**src/hw/rtl/assert_macros.svh**
```systemverilog
// ----------------------------------------------------------------------------
// assert_macros.svh
// Assertion macros shared by the RTL; empty when SYNTHESIS is defined.
// ----------------------------------------------------------------------------
`ifndef ASSERT_MACROS_SVH
`define ASSERT_MACROS_SVH

`ifndef SYNTHESIS

// same-cycle implication
`define ASSERT_SAME(label, clk, rst, ante, cons) \
   label: assert property (@(posedge clk) disable iff (rst) (ante) |-> (cons)) \
      else $error("assertion failed");

// next-cycle implication
`define ASSERT_NEXT(label, clk, rst, ante, cons) \
   label: assert property (@(posedge clk) disable iff (rst) (ante) |=> (cons)) \
      else $error("assertion failed");

`else

`define ASSERT_SAME(label, clk, rst, ante, cons)
`define ASSERT_NEXT(label, clk, rst, ante, cons)

`endif

`endif

```
**src/hw/rtl/spq_pkg.sv**
```systemverilog
// ----------------------------------------------------------------------------
// spq_pkg
// Shared codes and types of the stable priority queue.
// ----------------------------------------------------------------------------
package spq_pkg;

   localparam logic KIND_INSERT = 1'b0;
   localparam logic KIND_REMOVE = 1'b1;

   typedef enum logic [1:0] {
      ST_INSERTED = 2'd0,
      ST_FULL     = 2'd1,
      ST_REMOVED  = 2'd2,
      ST_EMPTY    = 2'd3
   } status_type;

   // broadcast to every cell in the accept cycle
   typedef struct packed {
      logic ins;
      logic rem;
   } cell_ctrl_type;

endpackage

```
**src/hw/rtl/spq_req_if.sv**
```systemverilog
// ----------------------------------------------------------------------------
// spq_req_if
// Request channel: insert or remove, with priority and tag.
// ----------------------------------------------------------------------------
interface spq_req_if #(
   parameter int PRIO_BITS = 8,
   parameter int TAG_BITS  = 16
) ();
   logic                 valid;
   logic                 ready;
   logic                 kind;
   logic [PRIO_BITS-1:0] priority_req;
   logic [TAG_BITS-1:0]  tag;

   modport source (output valid, kind, priority_req, tag, input ready);
   modport sink   (input valid, kind, priority_req, tag, output ready);
endinterface

```
**src/hw/rtl/spq_rsp_if.sv**
```systemverilog
// ----------------------------------------------------------------------------
// spq_rsp_if
// Response channel: status, removed entry and occupancy.
// ----------------------------------------------------------------------------
interface spq_rsp_if #(
   parameter int PRIO_BITS = 8,
   parameter int TAG_BITS  = 16,
   parameter int CNT_BITS  = 5
) ();
   logic                 valid;
   logic                 ready;
   logic [1:0]           status;
   logic [TAG_BITS-1:0]  out_tag;
   logic [PRIO_BITS-1:0] out_priority;
   logic [CNT_BITS-1:0]  occupancy;

   modport source (output valid, status, out_tag, out_priority, occupancy, input ready);
   modport sink   (input valid, status, out_tag, out_priority, occupancy, output ready);
endinterface

```
**src/hw/rtl/spq_cell.sv**
```systemverilog
// ----------------------------------------------------------------------------
// spq_cell
// One slot of the sorted array. Holds, takes the new entry, takes the left
// neighbor (insert shift) or takes the right neighbor (remove shift).
// ----------------------------------------------------------------------------
module spq_cell #(
   parameter int PRIO_BITS = 8,
   parameter int TAG_BITS  = 16
) (
   input  logic                   clock,
   input  spq_pkg::cell_ctrl_type ctrl,
   input  logic                   occupied,
   input  logic [PRIO_BITS-1:0]   new_prio,
   input  logic [TAG_BITS-1:0]    new_tag,
   input  logic                   left_keep,
   input  logic [PRIO_BITS-1:0]   left_prio,
   input  logic [TAG_BITS-1:0]    left_tag,
   input  logic [PRIO_BITS-1:0]   right_prio,
   input  logic [TAG_BITS-1:0]    right_tag,
   output logic                   keep,
   output logic [PRIO_BITS-1:0]   prio,
   output logic [TAG_BITS-1:0]    tag
);

   logic [PRIO_BITS-1:0] prio_ff, prio_in;
   logic [TAG_BITS-1:0]  tag_ff, tag_in;

   // equal priority stays ahead of the new entry
   assign keep = occupied && (prio_ff <= new_prio);

   always_comb begin
      prio_in = prio_ff;
      tag_in  = tag_ff;
      if (ctrl.ins) begin
         if (!keep) begin
            if (left_keep) begin
               prio_in = new_prio;
               tag_in  = new_tag;
            end else begin
               prio_in = left_prio;
               tag_in  = left_tag;
            end
         end
      end else if (ctrl.rem) begin
         prio_in = right_prio;
         tag_in  = right_tag;
      end
   end

   always_ff @(posedge clock) begin
      prio_ff <= prio_in;
      tag_ff  <= tag_in;
   end

   assign prio = prio_ff;
   assign tag  = tag_ff;

endmodule

```
**src/hw/rtl/stable_priority_queue_top.sv**
```systemverilog
// ----------------------------------------------------------------------------
// stable_priority_queue_top
// Bounded stable priority queue built as a row of sorted cells.
//
//   channel  | dir | payload                                      | handshake
//   req_ch   | in  | kind, priority_req, tag                      | valid/ready
//   rsp_ch   | out | status, out_tag, out_priority, occupancy     | valid/ready
//
// One item per cycle: all cells shift or hold in the accept cycle, and the
// result is in the output register on the next cycle.
// A held result stalls requests only if rsp_ch.ready is low.
// Reset clears the entry count and the output valid; cell contents are not
// cleared and entries at or above the count are never read.
// ----------------------------------------------------------------------------
`include "assert_macros.svh"

module stable_priority_queue_top #(
   parameter int QUEUE_DEPTH = 16,
   parameter int PRIO_BITS   = 8,
   parameter int TAG_BITS    = 16
) (
   input logic       clock,
   input logic       reset,
   spq_req_if.sink   req_ch,
   spq_rsp_if.source rsp_ch
);

   localparam int CNT_BITS = $clog2(QUEUE_DEPTH + 1);

   logic                  accept;
   logic                  full;
   logic                  empty;
   spq_pkg::cell_ctrl_type ctrl;

   logic [CNT_BITS-1:0]   count_ff, count_in;

   logic                  cell_keep [QUEUE_DEPTH];
   logic [PRIO_BITS-1:0]  cell_prio [QUEUE_DEPTH];
   logic [TAG_BITS-1:0]   cell_tag  [QUEUE_DEPTH];

   logic                  rsp_valid_ff, rsp_valid_in;
   spq_pkg::status_type   rsp_status_ff, rsp_status_in;
   logic [TAG_BITS-1:0]   rsp_tag_ff, rsp_tag_in;
   logic [PRIO_BITS-1:0]  rsp_prio_ff, rsp_prio_in;
   logic [CNT_BITS-1:0]   rsp_occ_ff, rsp_occ_in;

   assign req_ch.ready = !rsp_valid_ff || rsp_ch.ready;
   assign accept       = req_ch.valid && req_ch.ready;
   assign full         = (count_ff == CNT_BITS'(QUEUE_DEPTH));
   assign empty        = (count_ff == '0);

   assign ctrl.ins = accept && (req_ch.kind == spq_pkg::KIND_INSERT) && !full;
   assign ctrl.rem = accept && (req_ch.kind == spq_pkg::KIND_REMOVE) && !empty;

   for (genvar i = 0; i < QUEUE_DEPTH; i++) begin : g_cell
      logic                 left_keep;
      logic [PRIO_BITS-1:0] left_prio;
      logic [TAG_BITS-1:0]  left_tag;
      logic [PRIO_BITS-1:0] right_prio;
      logic [TAG_BITS-1:0]  right_tag;

      if (i == 0) begin : g_head
         assign left_keep = 1'b1;
         assign left_prio = '0;
         assign left_tag  = '0;
      end else begin : g_mid
         assign left_keep = cell_keep[i-1];
         assign left_prio = cell_prio[i-1];
         assign left_tag  = cell_tag[i-1];
      end

      if (i == QUEUE_DEPTH - 1) begin : g_tail
         assign right_prio = '0;
         assign right_tag  = '0;
      end else begin : g_body
         assign right_prio = cell_prio[i+1];
         assign right_tag  = cell_tag[i+1];
      end

      spq_cell #(
         .PRIO_BITS (PRIO_BITS),
         .TAG_BITS  (TAG_BITS)
      ) u_cell (
         .clock      (clock),
         .ctrl       (ctrl),
         .occupied   (count_ff > CNT_BITS'(i)),
         .new_prio   (req_ch.priority_req),
         .new_tag    (req_ch.tag),
         .left_keep  (left_keep),
         .left_prio  (left_prio),
         .left_tag   (left_tag),
         .right_prio (right_prio),
         .right_tag  (right_tag),
         .keep       (cell_keep[i]),
         .prio       (cell_prio[i]),
         .tag        (cell_tag[i])
      );
   end

   always_comb begin
      count_in      = count_ff;
      rsp_valid_in  = rsp_valid_ff && !rsp_ch.ready;
      rsp_status_in = rsp_status_ff;
      rsp_tag_in    = rsp_tag_ff;
      rsp_prio_in   = rsp_prio_ff;
      rsp_occ_in    = rsp_occ_ff;
      if (ctrl.ins) begin
         count_in = count_ff + CNT_BITS'(1);
      end else if (ctrl.rem) begin
         count_in = count_ff - CNT_BITS'(1);
      end
      if (accept) begin
         rsp_valid_in = 1'b1;
         rsp_tag_in   = '0;
         rsp_prio_in  = '0;
         rsp_occ_in   = count_in;
         if (req_ch.kind == spq_pkg::KIND_INSERT) begin
            rsp_status_in = full ? spq_pkg::ST_FULL : spq_pkg::ST_INSERTED;
         end else if (empty) begin
            rsp_status_in = spq_pkg::ST_EMPTY;
         end else begin
            rsp_status_in = spq_pkg::ST_REMOVED;
            rsp_tag_in    = cell_tag[0];
            rsp_prio_in   = cell_prio[0];
         end
      end
   end

   always_ff @(posedge clock) begin
      if (reset) begin
         count_ff     <= '0;
         rsp_valid_ff <= 1'b0;
      end else begin
         count_ff     <= count_in;
         rsp_valid_ff <= rsp_valid_in;
      end
   end

   always_ff @(posedge clock) begin
      rsp_status_ff <= rsp_status_in;
      rsp_tag_ff    <= rsp_tag_in;
      rsp_prio_ff   <= rsp_prio_in;
      rsp_occ_ff    <= rsp_occ_in;
   end

   assign rsp_ch.valid        = rsp_valid_ff;
   assign rsp_ch.status       = rsp_status_ff;
   assign rsp_ch.out_tag      = rsp_tag_ff;
   assign rsp_ch.out_priority = rsp_prio_ff;
   assign rsp_ch.occupancy    = rsp_occ_ff;

   `ASSERT_SAME(a_count_bound, clock, reset, 1'b1, count_ff <= CNT_BITS'(QUEUE_DEPTH))
   `ASSERT_NEXT(a_insert_grows, clock, reset, ctrl.ins, count_ff == $past(count_ff) + CNT_BITS'(1))
   `ASSERT_SAME(a_head_sorted, clock, reset, count_ff >= CNT_BITS'(2), cell_prio[0] <= cell_prio[1])
   `ASSERT_NEXT(a_result_held, clock, reset, accept, rsp_valid_ff)

endmodule

```
**src/flat_wrapper.sv**
```systemverilog
// flat-port wrapper written by rule: the top's interface ports become plain ports
module stable_priority_queue_top_flat 
#(
   parameter int QUEUE_DEPTH = 16,
   parameter int PRIO_BITS   = 8,
   parameter int TAG_BITS    = 16
)
  (clock, reset, req_ch_valid, req_ch_kind, req_ch_priority_req, req_ch_tag, req_ch_ready, rsp_ch_valid, rsp_ch_status, rsp_ch_out_tag, rsp_ch_out_priority, rsp_ch_occupancy, rsp_ch_ready);
  spq_req_if #(.PRIO_BITS(PRIO_BITS), .TAG_BITS(TAG_BITS)) req_ch_i ();
  spq_rsp_if #(.PRIO_BITS(PRIO_BITS), .TAG_BITS(TAG_BITS)) rsp_ch_i ();
  input logic clock;
  input logic reset;
  input wire logic [$bits(req_ch_i.valid)-1:0] req_ch_valid;
  input wire logic [$bits(req_ch_i.kind)-1:0] req_ch_kind;
  input wire logic [$bits(req_ch_i.priority_req)-1:0] req_ch_priority_req;
  input wire logic [$bits(req_ch_i.tag)-1:0] req_ch_tag;
  output wire logic [$bits(req_ch_i.ready)-1:0] req_ch_ready;
  output wire logic [$bits(rsp_ch_i.valid)-1:0] rsp_ch_valid;
  output wire logic [$bits(rsp_ch_i.status)-1:0] rsp_ch_status;
  output wire logic [$bits(rsp_ch_i.out_tag)-1:0] rsp_ch_out_tag;
  output wire logic [$bits(rsp_ch_i.out_priority)-1:0] rsp_ch_out_priority;
  output wire logic [$bits(rsp_ch_i.occupancy)-1:0] rsp_ch_occupancy;
  input wire logic [$bits(rsp_ch_i.ready)-1:0] rsp_ch_ready;
  assign req_ch_i.valid = req_ch_valid;
  assign req_ch_i.kind = req_ch_kind;
  assign req_ch_i.priority_req = req_ch_priority_req;
  assign req_ch_i.tag = req_ch_tag;
  assign req_ch_ready = req_ch_i.ready;
  assign rsp_ch_valid = rsp_ch_i.valid;
  assign rsp_ch_status = rsp_ch_i.status;
  assign rsp_ch_out_tag = rsp_ch_i.out_tag;
  assign rsp_ch_out_priority = rsp_ch_i.out_priority;
  assign rsp_ch_occupancy = rsp_ch_i.occupancy;
  assign rsp_ch_i.ready = rsp_ch_ready;
  stable_priority_queue_top #(.QUEUE_DEPTH(QUEUE_DEPTH), .PRIO_BITS(PRIO_BITS), .TAG_BITS(TAG_BITS)) u_core (.clock(clock), .reset(reset), .req_ch(req_ch_i), .rsp_ch(rsp_ch_i));
endmodule
```
**config.mk**
```make
export PLATFORM = sky130hd
export DESIGN_NAME = stable_priority_queue_top_flat
export DESIGN_NICKNAME = d
export VERILOG_FILES = /design/src/hw/rtl/spq_pkg.sv /design/src/hw/rtl/spq_req_if.sv /design/src/hw/rtl/spq_rsp_if.sv /design/src/hw/rtl/spq_cell.sv /design/src/hw/rtl/stable_priority_queue_top.sv /design/src/flat_wrapper.sv
export VERILOG_INCLUDE_DIRS = /design/src /design/src/hw/rtl
export SDC_FILE = /design/constraint.sdc
export NUM_CORES = 1
export LEC_CHECK = 0
export BUFFER_PORTS_ARGS = -buffer_cell sky130_fd_sc_hd__buf_2
export CAP_MARGIN = 30
export CORE_ASPECT_RATIO = 2
export CORE_MARGIN = 5
export CORE_UTILIZATION = 38
export CTS_CLUSTER_DIAMETER = 200
export DETAILED_ROUTE_END_ITERATION = 16
export PLACE_DENSITY = 0.53
export SLEW_MARGIN = 25
export SYNTH_ARGS = -nofsm -noshare
export SYNTH_HDL_FRONTEND = slang
export SYNTH_HIERARCHICAL = 1
export SYNTH_SLANG_ARGS = --single-unit
```
**constraint.sdc**
```tcl
create_clock -name clock -period 4.42 [get_ports clock]
set_input_delay 0.884 -clock clock [delete_from_list [all_inputs] [get_ports clock]]
set_output_delay 0.884 -clock clock [all_outputs]
set_load 0.005 [all_outputs]
```
==> flow_summary.yaml <==
clock_network:
  root_buffer: "clkbuf_16"
  clockBufferDepth: 3
  post_cts_resized: 0
  cts_setup_buffers: 0
  cts_tree: "yes"
  insertion_delay_ns: 0.57
  clkTransAtPathRegs_ns: 0.07
  clock_sinks: 421
  cts_made_buffers: 40
  cts_htree_levels: 2
  ctsHoldBuffers: 0
grt:
  grt_max_degree: 194
  overflow: 0
  grt_antenna_before_repair: 2
  grt_pass1_vias: 17500
  grt.total_usage: 0.162
  grt_pass1_wl_um: 95200
place:
  port_buffers: 61
  gp_congestion: 0.809
  dp_cells: 3272
  dp_hpwl_um: 44300
final_layout:
  layout.cells.non_filler: 3340
  n_fill_cell: 6401
  areaGrowthSynthToFinish_pct: 9.06
  final_nets: 2593
  fin_util: 0.417
  drive_gt1_frac: 0.0802
timing:
  final-setup-viol-count: 0
  clock-skew-final_ns: 0.0166
  fmax_mhz: 275
  fin_crit_ns: 3.63
  worstMarginPinSlew_ns: 0.843
  rsz0062_at_grt: "false"
  fin_setup_tns_ns: 0
  slew_headroom: 0.432
  holdWs_ns: 0.566
  maxSlewViolCount: 0
  fin_crit_sh: 0.822
  hold_viol_final: 0
power_and_ir_drop:
  p_leak_nw: 10.1
  swShare: 0.299
  ir_drop_mv: 0.227
  power_frac_comb: 0.224
  pwr-share-seq: 0.476
  total_power_mw: 11.4
  switchingPower_mw: 3.40
  powerDensity_mw_per_mm2: 410
  p_int_mw: 7.98
  clkPwrFrac: 0.300
floorplan:
  dieArea_mm2: 0.0726
  start_util: 0.382
  coreArea_mm2: 0.0666
  die_w_um: 193
  num_rows: 134
  die_h_um: 376
  io_pins: 62
detailed_routing:
  first_iter_violations: 931
  avgViaCountPerCell: 5.08
  drc: 0
  wl_um: 59400
  wire_per_inst_um: 17.8
  final_antenna_net_count: 0
  dr.pass1.iters: 7
  vias: 17000
run:
  drv_cap: 0
critical_path:
  worstRegToRegCells: 8
  r2r-start: "u_core/count_ff[1]"
  cp-endpoint: "u_core/g_cell[11].u_cell/tag[9]"
  start_kind: "flop"
  critical_path_arrival_ns: 3.90
  worstReg2RegEnd: "u_core/g_cell[11].u_cell/tag[9]"
  crit_start: "u_core/count_ff[1]"
  critPathRequiredTime_ns: 4.69
  end_kind: "flop"
  worstPathMaxFanout: 193
  path_class: "reg2reg"
  r2r_slack_ns: 0.79
min_path:
  worst_hold_path_type: "reg2reg"
synth:
  yosysWarnings: 6
  syn_inst: 2371
  avgSynthCellArea_um2: 10.7
  syn_area_mm2: 0.0255
status:
  status: "complete, no violations"
flip-flops by register name, summed over array words and instances, names as in the netlist:
| register | cells |
|---|---|
| u_core/rsp_ch.out_priority | 8 |
| u_core/rsp_ch.status | 2 |
| u_core/rsp_ch.out_tag | 16 |
| u_core/count_ff | 5 |
| u_core/rsp_ch.valid | 1 |
| u_core/g_cell.u_cell/prio | 128 |
| u_core/g_cell.u_cell/tag | 256 |
| u_core/rsp_ch.occupancy | 5 |
layer usage:
metal,GRT usage,wire length (um)
met1,0.179,22800
met2,0.313,32800
met3,0.0211,1900
met4,0.0571,1880
met5,0,13
layout make-up:
type	instances	area, um^2	share of cell area
diodes	1	2.50	0.0000901
flip-flops and latches	421	12600	0.453
clock inverters	16	175	0.00631
repair buffers	127	966	0.0348
multi-input cells	1706	11400	0.409
well taps	884	1110	0.0398
clock buffers	51	1060	0.0383
inverters	134	503	0.0181
worst min path at each step:
stage                                                start                          endpoint  slack, ns  cells after the start
after floorplan            u_core/g_cell[15].u_cell/tag[0]   u_core/g_cell[14].u_cell/tag[0]       0.54                      2
after global placement     u_core/g_cell[15].u_cell/tag[2]   u_core/g_cell[14].u_cell/tag[2]       0.55                      2
after detailed placement   u_core/g_cell[15].u_cell/tag[2]   u_core/g_cell[14].u_cell/tag[2]       0.56                      2
after CTS                                            reset               u_core/rsp_ch.valid       0.58                      2
after global routing       u_core/g_cell[15].u_cell/tag[2]   u_core/g_cell[14].u_cell/tag[2]       0.59                      2
final                     u_core/g_cell[15].u_cell/tag[15]  u_core/g_cell[14].u_cell/tag[15]       0.57                      2
power by group through the flow:
stage          sequential, mW  combinational [mW]  clock [mW]
2_1_floorplan            5.38                2.02           0
3_3_place_gp             5.49                2.48           0
3_5_place_dp             5.50                2.58           0
4_1_cts                  5.43                2.58        3.55
5_1_grt                  5.48                2.86        3.69
6_report                 5.42                2.55        3.41
through the flow:
step                cell area (um^2)  setup WS [ns]
CTS                            27800          0.802
finish                         27800          0.785
global route                   27800          0.527
floorplan                      25600          0.568
detailed placement             26500          0.742
global placement               26500          0.793
worst max-delay path, cell delays in order, from the launching register on:
cell and delay, ns:
dfxtp_1 0.58, inv_1 0.21, ha_1 0.27, and4bb_2 0.28, nor4b_2 0.56, buf_12 0.28, buf_12 0.26, buf_12 0.51
a21oi_1 0.17
cells in the final DEF, fill, tap and decap left out, types with 2 or more instances in the layout:
master / instances
clkbuf_16: 41
ha_1: 134
clkbuf_1: 10
buf_12: 10
buf_2: 61
o2111ai_1: 16
o2bb2ai_1: 2
a31oi_1: 18
inv_1: 133
buf_4: 54
and2_1: 2
dfxtp_1: 6
nand2_1: 45
a21oi_1: 454
and3_1: 26
nand2b_1: 2
nand4_1: 32
o21ai_4: 15
nand3_1: 2
or3_1: 2
nor2_1: 428
o21a_1: 17
buf_16: 2
clkinv_2: 3
nor2b_1: 18
nor3_1: 4
inv_16: 2
o211ai_1: 31
o21ai_0: 13
conb_1: 49
edfxtp_1: 415
mux2i_1: 384
clkinv_1: 9
bufinv_16: 3
(Power assumes the default switching activity.)
